--- config.mk ---
export PLATFORM = sky130hd
export DESIGN_NAME = trimmed_mean_three_channel_flat
export DESIGN_NICKNAME = d
export VERILOG_FILES = /design/src/rtl/tmtc_pkg.sv /design/src/rtl/tmtc_in_if.sv /design/src/rtl/tmtc_out_if.sv /design/src/rtl/tmtc_lane.sv /design/src/rtl/trimmed_mean_three_channel.sv /design/src/flat_wrapper.sv
export SDC_FILE = /design/constraint.sdc
export NUM_CORES = 1
export LEC_CHECK = 0
export ABC_CLOCK_PERIOD_IN_PS = 8400
export BUFFER_PORTS_ARGS = -buffer_cell sky130_fd_sc_hd__buf_2
export CAP_MARGIN = 20
export CORE_AREA = 8 8 252 303
export CTS_BUF_LIST = sky130_fd_sc_hd__clkbuf_4
export DETAILED_ROUTE_END_ITERATION = 7
export DIE_AREA = 0 0 260 311
export HOLD_SLACK_MARGIN = 0.1
export PLACE_DENSITY_LB_ADDON = 0.12
export RECOVER_POWER = 25
export SLEW_MARGIN = 20
export SYNTH_ARGS = -nofsm -noshare
export SYNTH_HDL_FRONTEND = slang
export SYNTH_SLANG_ARGS = --single-unit
--- constraint.sdc ---
create_clock -name i_clk -period 8.4 [get_ports i_clk]
set_input_delay 1.68 -clock i_clk [delete_from_list [all_inputs] [get_ports i_clk]]
set_output_delay 1.68 -clock i_clk [all_outputs]
set_load 0.005 [all_outputs]
--- src/rtl/tmtc_pkg.sv ---
// Shared constants, types and control structs for the three-channel trimmed-mean averager.
package tmtc_pkg;

    localparam int SAMPLE_WIDTH  = 16;
    localparam int SAMPLE_BITS   = 16;
    localparam int FRACTION_BITS = 4;
    localparam int COUNT_BITS    = 8;
    localparam int AVG_BITS      = 20;
    localparam int NUM_CH        = 3;
    localparam int TRIM_COUNT    = 2;
    localparam int WINDOW_RESET  = 8;

    // The sum of up to 255 samples never wraps.
    localparam int SUM_BITS  = SAMPLE_BITS + COUNT_BITS;
    localparam int NUM_BITS  = SUM_BITS + FRACTION_BITS;
    localparam int WIDE_BITS = (NUM_BITS > AVG_BITS) ? NUM_BITS : AVG_BITS;
    localparam int STEP_BITS = $clog2(NUM_BITS);

    localparam logic [AVG_BITS-1:0] AVG_MAX = '1;

    typedef logic [SAMPLE_WIDTH-1:0] t_sample_in;
    typedef logic [SAMPLE_BITS-1:0]  t_sample;
    typedef logic [COUNT_BITS-1:0]   t_count;
    typedef logic [AVG_BITS-1:0]     t_avg;

    typedef enum logic [1:0] {
        S_ACCUM,
        S_START,
        S_DIV,
        S_DONE
    } t_state;

    typedef struct packed {
        logic acc;    // successful read: fold the sample in
        logic first;  // first successful read of the window
        logic start;  // load the divider
        logic step;   // one division step
    } t_lane_ctrl;

endpackage

--- src/rtl/tmtc_in_if.sv ---
// Input channel: one read attempt per transaction.
interface tmtc_in_if
    import tmtc_pkg::*;
();
    logic       valid;
    logic       ready;
    logic       read_ok;
    t_sample_in pm1_sample;
    t_sample_in pm25_sample;
    t_sample_in pm10_sample;

    modport source (
        output valid, read_ok, pm1_sample, pm25_sample, pm10_sample,
        input  ready
    );

    modport sink (
        input  valid, read_ok, pm1_sample, pm25_sample, pm10_sample,
        output ready
    );
endinterface

--- src/rtl/tmtc_out_if.sv ---
// Output channel: one averaged result per finished window.
interface tmtc_out_if
    import tmtc_pkg::*;
();
    logic   valid;
    logic   ready;
    t_avg   pm1_avg_x16;
    t_avg   pm25_avg_x16;
    t_avg   pm10_avg_x16;
    logic   got_reading;
    t_count good_reads;

    modport source (
        output valid, pm1_avg_x16, pm25_avg_x16, pm10_avg_x16, got_reading, good_reads,
        input  ready
    );

    modport sink (
        input  valid, pm1_avg_x16, pm25_avg_x16, pm10_avg_x16, got_reading, good_reads,
        output ready
    );
endinterface

--- src/rtl/tmtc_lane.sv ---
// One channel lane: running min, max and sum, and a bit-serial restoring divider.
module tmtc_lane
    import tmtc_pkg::*;
(
    input  logic       i_clk,
    input  t_lane_ctrl i_ctrl,
    input  t_sample    i_sample,
    input  t_count     i_good,
    output t_avg       o_avg
);

    t_sample               r_min;
    t_sample               r_max;
    logic [SUM_BITS-1:0]   r_sum;
    logic [NUM_BITS-1:0]   r_quo;
    logic [COUNT_BITS-1:0] r_rem;

    logic [COUNT_BITS-1:0] w_divisor;
    logic [SUM_BITS-1:0]   w_trimmed;
    logic [COUNT_BITS:0]   w_rem_sh;
    logic [COUNT_BITS:0]   w_diff;
    logic                  w_qbit;
    logic [WIDE_BITS-1:0]  w_wide;

    assign w_divisor = i_good - COUNT_BITS'(TRIM_COUNT);
    assign w_trimmed = r_sum - SUM_BITS'(r_min) - SUM_BITS'(r_max);
    assign w_rem_sh  = {r_rem, r_quo[NUM_BITS-1]};
    assign w_diff    = w_rem_sh - {1'b0, w_divisor};
    assign w_qbit    = (w_rem_sh >= {1'b0, w_divisor});

    always_ff @(posedge i_clk) begin
        if (i_ctrl.acc) begin
            if (i_ctrl.first) begin
                r_min <= i_sample;
                r_max <= i_sample;
                r_sum <= SUM_BITS'(i_sample);
            end else begin
                if (i_sample < r_min) begin
                    r_min <= i_sample;
                end
                if (i_sample > r_max) begin
                    r_max <= i_sample;
                end
                r_sum <= r_sum + SUM_BITS'(i_sample);
            end
        end
        if (i_ctrl.start) begin
            r_quo <= NUM_BITS'(w_trimmed) << FRACTION_BITS;
            r_rem <= '0;
        end else if (i_ctrl.step) begin
            // shift one dividend bit in, subtract when it fits
            if (w_qbit) begin
                r_rem <= w_diff[COUNT_BITS-1:0];
            end else begin
                r_rem <= w_rem_sh[COUNT_BITS-1:0];
            end
            r_quo <= {r_quo[NUM_BITS-2:0], w_qbit};
        end
    end

    always_comb begin
        if (i_good > COUNT_BITS'(TRIM_COUNT)) begin
            w_wide = WIDE_BITS'(r_quo);
        end else if (i_good == '0) begin
            w_wide = '0;
        end else begin
            w_wide = WIDE_BITS'(r_min) << FRACTION_BITS;
        end
        if (w_wide > WIDE_BITS'(AVG_MAX)) begin
            o_avg = AVG_MAX;
        end else begin
            o_avg = w_wide[AVG_BITS-1:0];
        end
    end

endmodule

--- src/rtl/trimmed_mean_three_channel.sv ---
// Top level: window control, three channel lanes and the result register.
//
// Each input transaction is one read attempt; input ready stays high while a window
// fills. The attempt that completes a window starts a restoring division in all
// three lanes at once, one quotient bit per cycle over a 28-bit dividend (the widened
// sum with four fraction bits), so input ready stays low after that attempt through
// the load state, 28 division steps and the move of the result into the output
// register, longer if the previous result has not yet been taken. The output
// register lets the next window start filling while its result waits. window_size
// may be written between transactions; zero counts as one, and a value below the
// attempts already gathered ends the window at the next attempt.
module trimmed_mean_three_channel
    import tmtc_pkg::*;
(
    input  logic              i_clk,
    input  logic              i_rst_n,
    input  logic              i_cfg_we,
    input  logic [7:0]        i_cfg_wdata,
    tmtc_in_if.sink           i_in,
    tmtc_out_if.source        o_out
);

    t_state                r_state, n_state;
    t_count                r_window;
    t_count                r_attempt;
    t_count                r_success;
    logic [STEP_BITS-1:0]  r_step;
    logic                  r_out_valid;
    t_avg                  r_avg [NUM_CH];
    t_count                r_good;

    logic       w_fire;
    logic       w_ok;
    logic       w_load;
    logic       w_last_step;
    logic       w_end;
    t_count     w_limit;
    t_count     w_attempt_inc;
    t_lane_ctrl w_ctrl;
    t_sample    w_sample [NUM_CH];
    t_avg       w_avg [NUM_CH];

    assign w_fire        = i_in.valid & i_in.ready;
    assign w_ok          = w_fire & i_in.read_ok;
    assign w_limit       = (r_window == '0) ? COUNT_BITS'(1) : r_window;
    assign w_attempt_inc = (r_attempt != '1) ? r_attempt + COUNT_BITS'(1) : r_attempt;
    assign w_end         = (w_attempt_inc >= w_limit);
    assign w_last_step   = (r_step == STEP_BITS'(NUM_BITS - 1));
    assign w_load        = (r_state == S_DONE) & (~r_out_valid | o_out.ready);

    assign w_ctrl.acc   = w_ok;
    assign w_ctrl.first = (r_success == '0);
    assign w_ctrl.start = (r_state == S_START);
    assign w_ctrl.step  = (r_state == S_DIV);

    assign w_sample[0] = i_in.pm1_sample[SAMPLE_BITS-1:0];
    assign w_sample[1] = i_in.pm25_sample[SAMPLE_BITS-1:0];
    assign w_sample[2] = i_in.pm10_sample[SAMPLE_BITS-1:0];

    for (genvar g = 0; g < NUM_CH; g++) begin : g_lane
        tmtc_lane u_lane (
            .i_clk    (i_clk),
            .i_ctrl   (w_ctrl),
            .i_sample (w_sample[g]),
            .i_good   (r_success),
            .o_avg    (w_avg[g])
        );
    end

    always_comb begin
        n_state    = r_state;
        i_in.ready = 1'b0;
        case (r_state)
            S_ACCUM: begin
                i_in.ready = 1'b1;
                if (w_fire && w_end) begin
                    n_state = S_START;
                end
            end
            S_START: begin
                n_state = S_DIV;
            end
            S_DIV: begin
                if (w_last_step) begin
                    n_state = S_DONE;
                end
            end
            S_DONE: begin
                if (w_load) begin
                    n_state = S_ACCUM;
                end
            end
            default: begin
                n_state = S_ACCUM;
            end
        endcase
    end

    always_ff @(posedge i_clk) begin
        if (!i_rst_n) begin
            r_state     <= S_ACCUM;
            r_window    <= COUNT_BITS'(WINDOW_RESET);
            r_attempt   <= '0;
            r_success   <= '0;
            r_step      <= '0;
            r_out_valid <= 1'b0;
        end else begin
            r_state <= n_state;
            if (i_cfg_we) begin
                r_window <= i_cfg_wdata;
            end
            if (w_fire) begin
                r_attempt <= w_end ? '0 : w_attempt_inc;
            end
            if (w_ok && r_success != '1) begin
                r_success <= r_success + COUNT_BITS'(1);
            end else if (w_load) begin
                r_success <= '0;
            end
            // advance the division step counter
            if (r_state == S_START) begin
                r_step <= '0;
            end else if (r_state == S_DIV) begin
                r_step <= r_step + STEP_BITS'(1);
            end
            if (w_load) begin
                r_out_valid <= 1'b1;
            end else if (o_out.ready) begin
                r_out_valid <= 1'b0;
            end
        end
    end

    always_ff @(posedge i_clk) begin
        if (w_load) begin
            r_avg <= w_avg;
            r_good <= r_success;
        end
    end

    assign o_out.valid        = r_out_valid;
    assign o_out.pm1_avg_x16  = r_avg[0];
    assign o_out.pm25_avg_x16 = r_avg[1];
    assign o_out.pm10_avg_x16 = r_avg[2];
    assign o_out.got_reading  = (r_good != '0);
    assign o_out.good_reads   = r_good;

    a_empty_window_zero: assert property (@(posedge i_clk) disable iff (!i_rst_n)
        (o_out.valid && !o_out.got_reading) |->
            (o_out.pm1_avg_x16 == '0 && o_out.pm25_avg_x16 == '0 &&
             o_out.pm10_avg_x16 == '0))
        else $error("empty window gave a nonzero channel result");

    a_step_range: assert property (@(posedge i_clk) disable iff (!i_rst_n)
        (r_state == S_DIV) |-> (r_step <= STEP_BITS'(NUM_BITS - 1)))
        else $error("division step counter ran past the dividend width");

    a_window_end_divides: assert property (@(posedge i_clk) disable iff (!i_rst_n)
        (w_fire && w_end) |=> (r_state == S_START && r_attempt == '0))
        else $error("window end did not start the division");

    a_load_after_div: assert property (@(posedge i_clk) disable iff (!i_rst_n)
        $rose(o_out.valid) |-> $past(r_state == S_DONE))
        else $error("result loaded outside the done state");

endmodule
--- src/flat_wrapper.sv ---
// flat-port wrapper written by rule: the top's interface ports become plain ports
module trimmed_mean_three_channel_flat import tmtc_pkg::*;
  (i_clk, i_rst_n, i_cfg_we, i_cfg_wdata, i_in_valid, i_in_read_ok, i_in_pm1_sample, i_in_pm25_sample, i_in_pm10_sample, i_in_ready, o_out_valid, o_out_pm1_avg_x16, o_out_pm25_avg_x16, o_out_pm10_avg_x16, o_out_got_reading, o_out_good_reads, o_out_ready);
  tmtc_in_if i_in_i ();
  tmtc_out_if o_out_i ();
  input  logic i_clk;
  input  logic i_rst_n;
  input  logic i_cfg_we;
  input  logic [7:0] i_cfg_wdata;
  input wire logic [$bits(i_in_i.valid)-1:0] i_in_valid;
  input wire logic [$bits(i_in_i.read_ok)-1:0] i_in_read_ok;
  input wire logic [$bits(i_in_i.pm1_sample)-1:0] i_in_pm1_sample;
  input wire logic [$bits(i_in_i.pm25_sample)-1:0] i_in_pm25_sample;
  input wire logic [$bits(i_in_i.pm10_sample)-1:0] i_in_pm10_sample;
  output wire logic [$bits(i_in_i.ready)-1:0] i_in_ready;
  output wire logic [$bits(o_out_i.valid)-1:0] o_out_valid;
  output wire logic [$bits(o_out_i.pm1_avg_x16)-1:0] o_out_pm1_avg_x16;
  output wire logic [$bits(o_out_i.pm25_avg_x16)-1:0] o_out_pm25_avg_x16;
  output wire logic [$bits(o_out_i.pm10_avg_x16)-1:0] o_out_pm10_avg_x16;
  output wire logic [$bits(o_out_i.got_reading)-1:0] o_out_got_reading;
  output wire logic [$bits(o_out_i.good_reads)-1:0] o_out_good_reads;
  input wire logic [$bits(o_out_i.ready)-1:0] o_out_ready;
  assign i_in_i.valid = i_in_valid;
  assign i_in_i.read_ok = i_in_read_ok;
  assign i_in_i.pm1_sample = i_in_pm1_sample;
  assign i_in_i.pm25_sample = i_in_pm25_sample;
  assign i_in_i.pm10_sample = i_in_pm10_sample;
  assign i_in_ready = i_in_i.ready;
  assign o_out_valid = o_out_i.valid;
  assign o_out_pm1_avg_x16 = o_out_i.pm1_avg_x16;
  assign o_out_pm25_avg_x16 = o_out_i.pm25_avg_x16;
  assign o_out_pm10_avg_x16 = o_out_i.pm10_avg_x16;
  assign o_out_got_reading = o_out_i.got_reading;
  assign o_out_good_reads = o_out_i.good_reads;
  assign o_out_i.ready = o_out_ready;
  trimmed_mean_three_channel u_core (.i_clk(i_clk), .i_rst_n(i_rst_n), .i_cfg_we(i_cfg_we), .i_cfg_wdata(i_cfg_wdata), .i_in(i_in_i), .o_out(o_out_i));
endmodule
==> qor.txt, run 1 <==
flops & latches, synth: 376
fin crit period: 4.324 ns
Tot GR Track Use: 16.03%
Final Cycle Share: 51.48%
Worst setup SP type: register
io pins: 133
count leader, synth: edfxtp_1
top post-synthesis cells by count: edfxtp_1, ha_1, nand2_1, inv_1, o21ai_0
CP max stage delay: 0.82 ns
Iter 0 DRT Violations: 916
worst path bufs/invs: 3
MaxCap Viol Count: 2
Hold Path Class: register to register
violated checks: max-capacitance violations, max-slew violations
Yosys top cell area share: 37.40%
r2r setup slk: 4.08 ns
GP Congestion: 0.8538
pwr dens: 235.2 nW/um^2
final net count: 2940
I/O Buffers: 132
H-tree depth: 3
most used cell, CP: buf_4
family with the most delay on the worst path: buffers and inverters
Internal: 4128 uW
Post-synth EDFFs: 308
critical path arrival: 4.76 ns
final hold vios: 0
syn avg cell area: 10.30 sq um
total wire length: 65380 um
first-pass GRT wire length: 104900 um
post_cts resized: 0
ys flop type: edfxtp_1
die height: 311 um
fmax: 0.2312 GHz
slowest CP cell: a31oi_2
Max FO, Critical Path: 49
grt ovf: 0
hold buffers post-CTS: 0
drt drc: 0
die area: 80860 sq um
PnR Total Power: 6527 uW
Logic pwr share: 35.5%
Pre-antenna DRT Iters: 5
initial core utilization: 34.60%
outcome: finished with violations
NetSw: 2399 uW
Clock Sinks: 376
core footprint: 71480 sq um
initial antenna violation count: 3
Slew Viols, Final: 76
Setup CP Type: register to register
Die W: 260 um
CP Data Required Time: 8.84 ns
crit end category: register
Setup TNS Final: 0 ns
CTS tree: yes
Clock Tree Root: clkbuf_4
worst slew pin tran: 2.018 ns
Sw Share: 36.75%
Pleak: 0.01119 uW
register area: 10610 sq um
vias per cell: 5.197
Multi-input gate area: 13230 sq um
Distinct cells, synth: 81
worst rel slew slack: -34.56%
Worst VDD drop: 0.00009299 V
Async SR Flop Fraction: 0%
Min Hold Slack: 0.4800 ns
Clock Tree Buf Depth: 3
Fill cells: 7121
Site Rows: 108
Final ANT Viol Nets: 0
Seq pwr share: 38.6%
share of cells above drive strength 1: 11.64%
clock share of power: 25.9%
post-detailed-route wirelength per cell: 18.13 um
Post-Synthesis Cells: 2402
DR vias: 18750
YS warnings: 0
vias in the first global route: 19440
Clock Pin Slew Worst Setup and Hold Paths: 0.07 ns
area delta synth->final: 12.20%
RSZ-0062 raised after global routing: false
synthesized cell area: 24730 sq um
Worst Clk Skew: 0.06088 ns
post-synthesis sequential area ratio: 42.90%
largest cells by area after synthesis: edfxtp_1, ha_1, dfxtp_1
Setup violations, final: 0
Yosys top cell by area: edfxtp_1
CP Cell Sequence: inv_1 > ha_2 > buf_4 > and2_2 > buf_4 > o21ai_0 > a31oi_2
Post-CTS Setup Bufs: 0
pin count of the biggest net entering global routing: 77
CTS buffer count: 106
Final HPWL DP: 47750 um
syn_nets: 2759
clk_lat worst skew: 0.86 ns
## layout by cell type (no fill, tap or decap), drive strengths merged, types with 36 or more instances in the layout
master	instances
xnor2	62
buf	100
nand2	211
a21o	68
nor2	148
o31ai	65
edfxtp	308
clkbuf	210
nand3	37
clkinv	36
o21ai	188
inv	177
a21oi	162
mux2i	49
dfxtp	68
fa	54
xor2	71
ha	241
nor2b	39
## state kept, by name, summed over array words and instances (netlist names), 5 cells and up
signal                      cells
u_core.o_out.pm1_avg_x16       20
u_core.g_lane.u_lane.r_quo     84
u_core.g_lane.u_lane.r_max     48
u_core.r_success                8
u_core.g_lane.u_lane.r_rem     24
u_core.g_lane.u_lane.r_min     48
u_core.r_window                 8
u_core.r_step                   5
u_core.o_out.pm10_avg_x16      20
u_core.g_lane.u_lane.r_sum     72
u_core.r_attempt                8
u_core.o_out.pm25_avg_x16      20
u_core.o_out.good_reads         8
## power by group through the flow
stage / sequential, uW / clock [uW] / combinational, uW
after floorplan: 2500 / 0 / 1770
after global placement: 2550 / 0 / 2310
after detailed placement: 2550 / 0 / 2340
after CTS: 2520 / 1780 / 2350
after global routing: 2550 / 1870 / 2620
final: 2520 / 1690 / 2320
## worst reg2reg max path, stage by stage (launching register included)
cell and delay [ns]:
dfxtp_1 0.52, inv_1 0.25, ha_2 0.20, buf_4 0.62
and2_2 0.72, buf_4 0.57, o21ai_0 0.23, a31oi_2 0.82
## kinds of logic after synthesis
| kind of cell | count (synthesis) | share of synthesized area (%) |
|---|---|---|
| AO/OA/AOI/OAI | 682 | 18.15 |
| AND/OR/NAND/NOR | 609 | 11.62 |
| adder cells (fa/ha/maj) | 295 | 16.56 |
| multiplexers | 53 | 2.165 |
| XOR/XNOR | 133 | 4.710 |
| buffers and inverters | 254 | 3.891 |
| flip-flops | 376 | 42.90 |
## final cells by class
type                            instances  area share (%)
Sequential cell                       376           38.24
Tap cell                              935           4.216
Antenna cell                            1        0.009018
Clock inverter                         36          0.5140
Clock buffer                          160           4.329
Multi-Input combinational cell       1772           47.66
Inverter                              177           2.403
Timing Repair Buffer                  150           2.633
## through the flow
step                utilization [%]  setup WS, ns  std cells  cell area (sq um)
floorplan                         -         3.328       2402              24730
global placement              37.03         3.931       3409              26470
detailed placement            37.03         3.895       3409              26470
CTS                           38.91         3.958       3605              27820
global route                  38.82         3.759       3607              27750
finish                        38.82         4.076       3607              27750
## final timing paths
| kind | end | start | cells after the start |
|---|---|---|---|
| hold reg to reg | u_core.g_lane[1].u_lane.r_rem[7]$_SDFFE_PP0P_ | u_core.g_lane[1].u_lane.r_rem[7]$_SDFFE_PP0P_ | 2 |
| hold / removal | u_core.g_lane[1].u_lane.r_rem[7]$_SDFFE_PP0P_ | u_core.g_lane[1].u_lane.r_rem[7]$_SDFFE_PP0P_ | 2 |
| setup / recovery | u_core.g_lane[1].u_lane.r_max[3]$_DFFE_PP_ | u_core.r_success[1]$_SDFFE_PN0P_ | 7 |
| setup reg to reg | u_core.g_lane[1].u_lane.r_max[3]$_DFFE_PP_ | u_core.r_success[1]$_SDFFE_PN0P_ | 7 |
## metal layers
metal  global-route usage (%)  wire length (um)
met1                    19.45             28650
met2                    28.23             32480
met3                    2.749              2702
met4                    5.495              1545
met5                        0                 0
Power figures use the tool's default switching activity.
==> run 2, diff against run 1 <==
- ABC_CLOCK_PERIOD_IN_PS: 8400 -> 3850
- clock period: 8.4 -> 3.85 ns (I/O delays scaled with it)
==> qor.txt, run 2 (synthesis gave the netlist of run 1 again) <==
outcome: finished with violations (unchanged)
violated checks: max-capacitance violations, max-slew violations (unchanged)
Pre-antenna DRT Iters: 7 (was 5)
slowest CP cell: mux2_2 (was a31oi_2)
Worst Clk Skew: 0.08261 ns (was 0.06088 ns)
most used cell, CP: ha_1 (was buf_4)
min-delay src: i_cfg_wdata[2] (was u_core.g_lane[1].u_lane.r_rem[7]$_SDFFE_PP0P_)
die area: 80860 sq um (unchanged)
worst rel slew slack: -60.51% (was -34.56%)
critical path arrival: 4.30 ns (was 4.76 ns)
initial core utilization: 34.60% (unchanged)
Final ANT Viol Nets: 0 (unchanged)
pwr dens: 512.1 nW/um^2 (was 235.2 nW/um^2)
Max FO, Critical Path: 11 (was 49)
drt drc: 0 (unchanged)
clk_lat worst skew: 0.91 ns (was 0.86 ns)
Post-CTS Setup Bufs: 0 (unchanged)
H-tree depth: 3 (unchanged)
Setup TNS Final: 0 ns (unchanged)
commonest non-fill, non-tap cell in the layout: edfxtp_1 (unchanged)
Hold Crit Depth: 3 (was 2)
post-detailed-route wirelength per cell: 18.10 um (was 18.13 um)
R2R Path End: u_core.r_state[1]$_SDFFE_PN0P_ (was u_core.g_lane[1].u_lane.r_max[3]$_DFFE_PP_)
worst slew pin tran: 2.408 ns (was 2.018 ns)
Worst setup SP type: register (unchanged)
Cells after DPL: 3420 (was 3409)
Top Registers: u_core.g_lane.u_lane.r_quo: 84 flops, u_core.g_lane.u_lane.r_sum: 72 flops (unchanged)
CP Cell Sequence: ha_1 > and3_1 > and2_1 > nand4_1 > mux2_2 > ha_1 > a21o_1 > a21oi_1 > o21ai_0 > o211ai_1 > a222oi_1 > mux2i_1 > nor2b_1 (was inv_1 > ha_2 > buf_4 > and2_2 > buf_4 > o21ai_0 > a31oi_2)
CTS buffer count: 108 (was 106)
area delta synth->final: 14.76% (was 12.20%)
DR vias: 18930 (was 18750)
Reg2Reg Depth: 13 (was 7)
filler-free cell count of the finished design: 3665 (was 3607)
final net count: 2997 (was 2940)
die height: 311 um (unchanged)
vias per cell: 5.164 (was 5.197)
share of cells above drive strength 1: 11.76% (was 11.64%)
RSZ-0062 raised after global routing: false (unchanged)
Setup CP Type: register to register (unchanged)
pin count of the biggest net entering global routing: 109 (was 77)
Pleak: 0.01144 uW (was 0.01119 uW)
MaxCap Viol Count: 3 (was 2)
Setup violations, final: 0 (unchanged)
Tot GR Track Use: 16.42% (was 16.03%)
core footprint: 71480 sq um (unchanged)
total wire length: 66350 um (was 65380 um)
fin crit period: 3.517 ns (was 4.324 ns)
Slew Viols, Final: 122 (was 76)
Die W: 260 um (unchanged)
vias in the first global route: 19830 (was 19440)
Clock Pin Slew Worst Setup and Hold Paths: 0.06 ns (was 0.07 ns)
final hold vios: 0 (unchanged)
first-pass GRT wire length: 107100 um (was 104900 um)
Clock Tree Root: clkbuf_4 (unchanged)
Reg with most FFs: u_core.g_lane.u_lane.r_quo (unchanged)
CP max stage delay: 0.42 ns (was 0.82 ns)
worst hold path endpoint: u_core.r_window[2]$_SDFFE_PN0P_ (was u_core.g_lane[1].u_lane.r_rem[7]$_SDFFE_PP0P_)
crit end category: register (unchanged)
Final HPWL DP: 48610 um (was 47750 um)
io pins: 133 (unchanged)
initial antenna violation count: 2 (was 3)
reg2reg start: u_core.r_attempt[0]$_SDFFE_PN0P_ (was u_core.r_success[1]$_SDFFE_PN0P_)
grt ovf: 0 (unchanged)
fmax: 0.2844 GHz (was 0.2312 GHz)
Worst VDD drop: 0.0002078 V (was 0.00009299 V)
Final Cycle Share: 91.34% (was 51.48%)
Fill cells: 7050 (was 7121)
CTS tree: yes (unchanged)
Iter 0 DRT Violations: 954 (was 916)
GP Congestion: 0.8313 (was 0.8538)
most frequent cells in the layout: edfxtp_1, ha_1, nand2_1, o21ai_0, inv_1 (unchanged)
CP Data Required Time: 4.64 ns (was 8.84 ns)
I/O Buffers: 132 (unchanged)
max reg flops: 84 (unchanged)
Clock Tree Buf Depth: 3 (unchanged)
Hold Path Class: input pin to register (was register to register)
r2r setup slk: 0.33 ns (was 4.08 ns)
Clock Sinks: 376 (unchanged)
Site Rows: 108 (unchanged)
-- run 2: changes by cell type in the layout (fill, tap and decap cells not counted), moves of 3 or more --
cell,before,now
dlygate4sd3_1,0,45
clkinv_2,8,5
buf_4,17,23
clkinvlp_4,0,4
buf_12,0,3
-- run 2: stage by stage --
step | power [uW] | setup slack, ns | instance area [sq um] | utilization, % | hold slack, ns
after floorplan | 9304 | 0.2562 | 24740 | - | 0.4029
after global placement | 10670 | 0.2522 | 26600 | 37.21 | 0.4578
after detailed placement | 10740 | 0.2348 | 26600 | 37.21 | 0.4691
after CTS | 14790 | 0.3059 | 28460 | 39.81 | 0.1029
after global routing | 15670 | 0.003773 | 28380 | 39.70 | 0.1773
final | 14530 | 0.3333 | 28380 | 39.70 | 0.2274
-- run 2: worst max-delay path: cells and delay by family (launching register included) --
kind	cells	cell delay, ns
DFF	1	0.39
muxes	2	0.65
and+or+nand+nor	4	0.85
adders and majority gates	2	0.50
AOI/OAI and AO/OA	5	1.08
-- run 2: how the worst max path moves through the flow --
stage          slack (ns)                                         endpoint                        startpoint
2_1_floorplan        0.26       u_core.g_lane[1].u_lane.r_min[0]$_DFFE_PP_               i_in_pm25_sample[9]
3_3_place_gp         0.25  u_core.g_lane[2].u_lane.r_sum[22]$_SDFFCE_PP0P_               i_in_pm10_sample[0]
3_5_place_dp         0.23  u_core.g_lane[2].u_lane.r_sum[22]$_SDFFCE_PP0P_               i_in_pm10_sample[0]
4_1_cts              0.31                   u_core.r_state[1]$_SDFFE_PN0P_  u_core.r_attempt[0]$_SDFFE_PN0P_
5_1_grt             0.004                 u_core.r_attempt[0]$_SDFFE_PN0P_  u_core.r_attempt[0]$_SDFFE_PN0P_
6_report             0.33                   u_core.r_state[1]$_SDFFE_PN0P_  u_core.r_attempt[0]$_SDFFE_PN0P_
-- run 2: power by group --
group	internal (uW)	total, uW	switching, uW
clock	2020	3890	1870
sequential	5140	5490	345
combinational	2040	5160	3120
-- run 2: per-layer routing --
metal	up-vias	part of all wire [%]	global-route usage, %
met5	-	0.020	0
met4	2	2.7	6.246
met3	110	4.0	2.733
met2	363	48	27.97
met1	9066	45	20.54
li1	9386	-	-
-- run 2: timing repair --
item / in CTS / in global routing
hold endpoints to repair: 77 / 0
resized for setup: 0 / 0
hold buffers: 45 / 0
-- run 2: layout make-up --
cell class                      instances  area, sq um  area share (%)
Antenna cell                            1        2.502        0.008817
Clock buffer                          158         1186           4.179
Clock inverter                         41        229.0          0.8067
Inverter                              177        669.4           2.358
Multi-Input combinational cell       1772        13230           46.60
Sequential cell                       376        10610           37.38
Tap cell                              935         1170           4.122
Timing Repair Buffer                  205         1290           4.545
==> run 3, diff against run 2 <==
- ABC_AREA: not set -> 1
- CORE_AREA: 8 8 252 303 -> 8 8 265 318
- DIE_AREA: 0 0 260 311 -> 0 0 273 326
==> qor.txt, run 3 <==
outcome: finished with violations (unchanged)
violated checks: max-capacitance violations, max-slew violations (unchanged)
count leader, synth: nand2_1 (was edfxtp_1)
reg2reg start: u_core.r_state[0]$_SDFFE_PN0P_ (was u_core.r_attempt[0]$_SDFFE_PN0P_)
flops & latches, synth: 376 (unchanged)
initial antenna violation count: 8 (was 2)
Post-synth EDFFs: 308 (unchanged)
Worst VDD drop: 0.0002674 V (was 0.0002078 V)
r2r setup slk: 0.62 ns (was 0.33 ns)
Async SR Flop Fraction: 0% (unchanged)
share of cells above drive strength 1: 9.044% (was 11.76%)
Hold Crit Depth: 3 (unchanged)
worst rel slew slack: -41.81% (was -60.51%)
pin count of the biggest net entering global routing: 53 (was 109)
top post-synthesis cells by count: nand2_1, inv_1, nor2_1, edfxtp_1, ha_1 (was edfxtp_1, ha_1, nand2_1, inv_1, o21ai_0)
commonest non-fill, non-tap cell in the layout: nand2_1 (was edfxtp_1)
grt ovf: 0 (unchanged)
worst slew pin tran: 2.127 ns (was 2.408 ns)
fmax: 0.3095 GHz (was 0.2844 GHz)
Setup CP Type: register to register (unchanged)
largest cells by area after synthesis: edfxtp_1, nand2_1, ha_1 (was edfxtp_1, ha_1, dfxtp_1)
core footprint: 78890 sq um (was 71480 sq um)
Setup violations, final: 0 (unchanged)
Reg2Reg Depth: 3 (was 13)
Site Rows: 113 (was 108)
pwr dens: 578.8 nW/um^2 (was 512.1 nW/um^2)
H-tree depth: 3 (unchanged)
Pleak: 0.01445 uW (was 0.01144 uW)
critical path arrival: 3.73 ns (was 4.30 ns)
syn avg cell area: 7.710 sq um (was 10.30 sq um)
Tot GR Track Use: 18.95% (was 16.42%)
Post-Synthesis Cells: 3550 (was 2402)
Clock Sinks: 376 (unchanged)
Clock Pin Slew Worst Setup and Hold Paths: 0.06 ns (about the same)
Worst setup SP type: register (unchanged)
Fill cells: 8344 (was 7050)
Min Hold Slack: 0.2493 ns (was 0.2274 ns)
min-delay src: i_rst_n (was i_cfg_wdata[2])
max reg flops: 84 (unchanged)
Clock Tree Buf Depth: 3 (unchanged)
post-detailed-route wirelength per cell: 17.28 um (was 18.10 um)
fin crit period: 3.231 ns (was 3.517 ns)
Iter 0 DRT Violations: 1197 (was 954)
Final HPWL DP: 66090 um (was 48610 um)
post_cts resized: 0 (unchanged)
Final Cycle Share: 83.93% (was 91.34%)
Distinct cells, synth: 50 (was 81)
post-synthesis sequential area ratio: 38.77% (was 42.90%)
most frequent cells in the layout: nand2_1, inv_1, nor2_1, edfxtp_1, ha_1 (was edfxtp_1, ha_1, nand2_1, o21ai_0, inv_1)
R2R Path End: u_core.g_lane[2].u_lane.r_quo[17]$_DFFE_PP_ (was u_core.r_state[1]$_SDFFE_PN0P_)
Top Registers: u_core.g_lane.u_lane.r_quo: 84 flops, u_core.g_lane.u_lane.r_sum: 72 flops (unchanged)
io pins: 133 (unchanged)
Worst Clk Skew: 0.08495 ns (was 0.08261 ns)
MaxCap Viol Count: 2 (was 3)
die height: 326 um (was 311 um)
Hold Path Class: input pin to register (unchanged)
first-pass GRT wire length: 133800 um (was 107100 um)
Reg with most FFs: u_core.g_lane.u_lane.r_quo (unchanged)
worst hold path endpoint: u_core.r_state[1]$_SDFFE_PN0P_ (was u_core.r_window[2]$_SDFFE_PN0P_)
vias per cell: 4.823 (was 5.164)
Clock Tree Root: clkbuf_4 (unchanged)
final hold vios: 0 (unchanged)
initial core utilization: 34.69% (was 34.60%)
area delta synth->final: 13.77% (was 14.76%)
Final ANT Viol Nets: 0 (unchanged)
PnR Total Power: 18020 uW (was 14530 uW)
GP Congestion: 0.9177 (was 0.8313)
RSZ-0062 raised after global routing: false (unchanged)
syn_nets: 3907 (was 2759)
Pre-antenna DRT Iters: 5 (was 7)
DR vias: 23840 (was 18930)
Die W: 273 um (was 260 um)
Yosys top cell by area: edfxtp_1 (unchanged)
Slew Viols, Final: 77 (was 122)
Max FO, Critical Path: 47 (was 11)
final net count: 4172 (was 2997)
crit end category: register (unchanged)
CTS tree: yes (unchanged)
total wire length: 85440 um (was 66350 um)
Setup TNS Final: 0 ns (unchanged)
Yosys top cell area share: 33.79% (was 37.40%)
ys flop type: edfxtp_1 (unchanged)
die area: 89000 sq um (was 80860 sq um)
Post-CTS Setup Bufs: 0 (unchanged)
CP Data Required Time: 4.35 ns (was 4.64 ns)
drt drc: 0 (unchanged)
vias in the first global route: 24090 (was 19830)
synthesized cell area: 27370 sq um (was 24730 sq um)
CTS buffer count: 111 (was 108)
clk_lat worst skew: 0.91 ns (about the same)
I/O Buffers: 132 (unchanged)
YS warnings: 0 (unchanged)
run 3: changes by cell type after synthesis, sizes merged, moves of 49 or more:
cell,previous run,this run
a21oi,162,231
nor2,148,333
nand2,211,1126
a21o,68,1
inv,177,490
mux2i,49,0
nand3,37,161
run 3: cell families (layout without fill, tap and decap cells):
logic type / Yosys count / after routing / synth area share (%)
compound gates: 549 / 549 / 11.15
xor+xnor: 46 / 46 / 1.472
fa+ha+maj: 295 / 295 / 14.97
buf+inv: 559 / 912 / 7.977
flops: 376 / 376 / 38.77
other cells: 0 / 5 / 0
simple gates: 1725 / 1725 / 25.67
run 3: layout make-up:
cell class | count | area [sq um] | area share (%)
tap | 1035 | 1295 | 4.159
sequential | 376 | 10610 | 34.07
clock buffer | 161 | 1209 | 3.882
inverter | 491 | 1851 | 5.943
timing repair buffer | 220 | 1389 | 4.460
antenna | 5 | 12.51 | 0.04018
multi-input combinational | 2615 | 14600 | 46.89
clock inverter | 40 | 172.7 | 0.5545
run 3: where the power goes:
group	leakage, uW	internal [uW]	switching [uW]
clock	0.000843	1920	1890
combinational	0.0102	2520	5420
sequential	0.00345	5650	617
total	0.0145	10100	7930
run 3: metal layers:
metal	global-route usage [%]	routed length, um	vias up
met5	0	26	-
met4	6.960	2520	4
met3	2.800	3566	141
met2	33.30	41860	471
met1	23.27	37470	10940
li1	-	-	12290
run 3: repair_timing:
item                       CTS  global route
setup endpoints to repair    0             0
hold endpoints to repair    91             0
hold buffers                53             0
run 3: worst max-delay path by stage:
| stage | from | to | slack [ns] | cells after the start |
|---|---|---|---|---|
| floorplan | o_out_ready | u_core.o_out.good_reads[0]$_DFFE_PP_ | 1.04 | 4 |
| global placement | i_in_pm10_sample[15] | u_core.g_lane[2].u_lane.r_max[0]$_DFFE_PP_ | 0.68 | 8 |
| detailed placement | i_in_pm10_sample[15] | u_core.g_lane[2].u_lane.r_max[0]$_DFFE_PP_ | 0.68 | 8 |
| CTS | u_core.r_success[2]$_SDFFE_PN0P_ | u_core.g_lane[0].u_lane.r_rem[5]$_SDFFE_PP0P_ | 1.01 | 15 |
| global route | u_core.r_state[0]$_SDFFE_PN0P_ | u_core.g_lane[2].u_lane.r_quo[17]$_DFFE_PP_ | 0.39 | 3 |
| finish | u_core.r_state[0]$_SDFFE_PN0P_ | u_core.g_lane[2].u_lane.r_quo[17]$_DFFE_PP_ | 0.62 | 3 |
run 3: critical path, stage by stage, from the launching register on:
cell	delay, ns
dfxtp_1	0.37
inv_1	0.10
ha_1	1.71
clkbuf_2	0.62
run 3: through the flow:
| stage | instance area [sq um] | setup WS, ns | cells | utilization, % |
|---|---|---|---|---|
| 2_1_floorplan | 27370 | 1.044 | 3550 | - |
| 3_3_place_gp | 29310 | 0.6795 | 4684 | 37.15 |
| 3_5_place_dp | 29310 | 0.6795 | 4684 | 37.15 |
| 4_1_cts | 31220 | 1.009 | 4938 | 39.57 |
| 5_1_grt | 31130 | 0.3935 | 4939 | 39.46 |
| 6_report | 31140 | 0.6185 | 4943 | 39.47 |
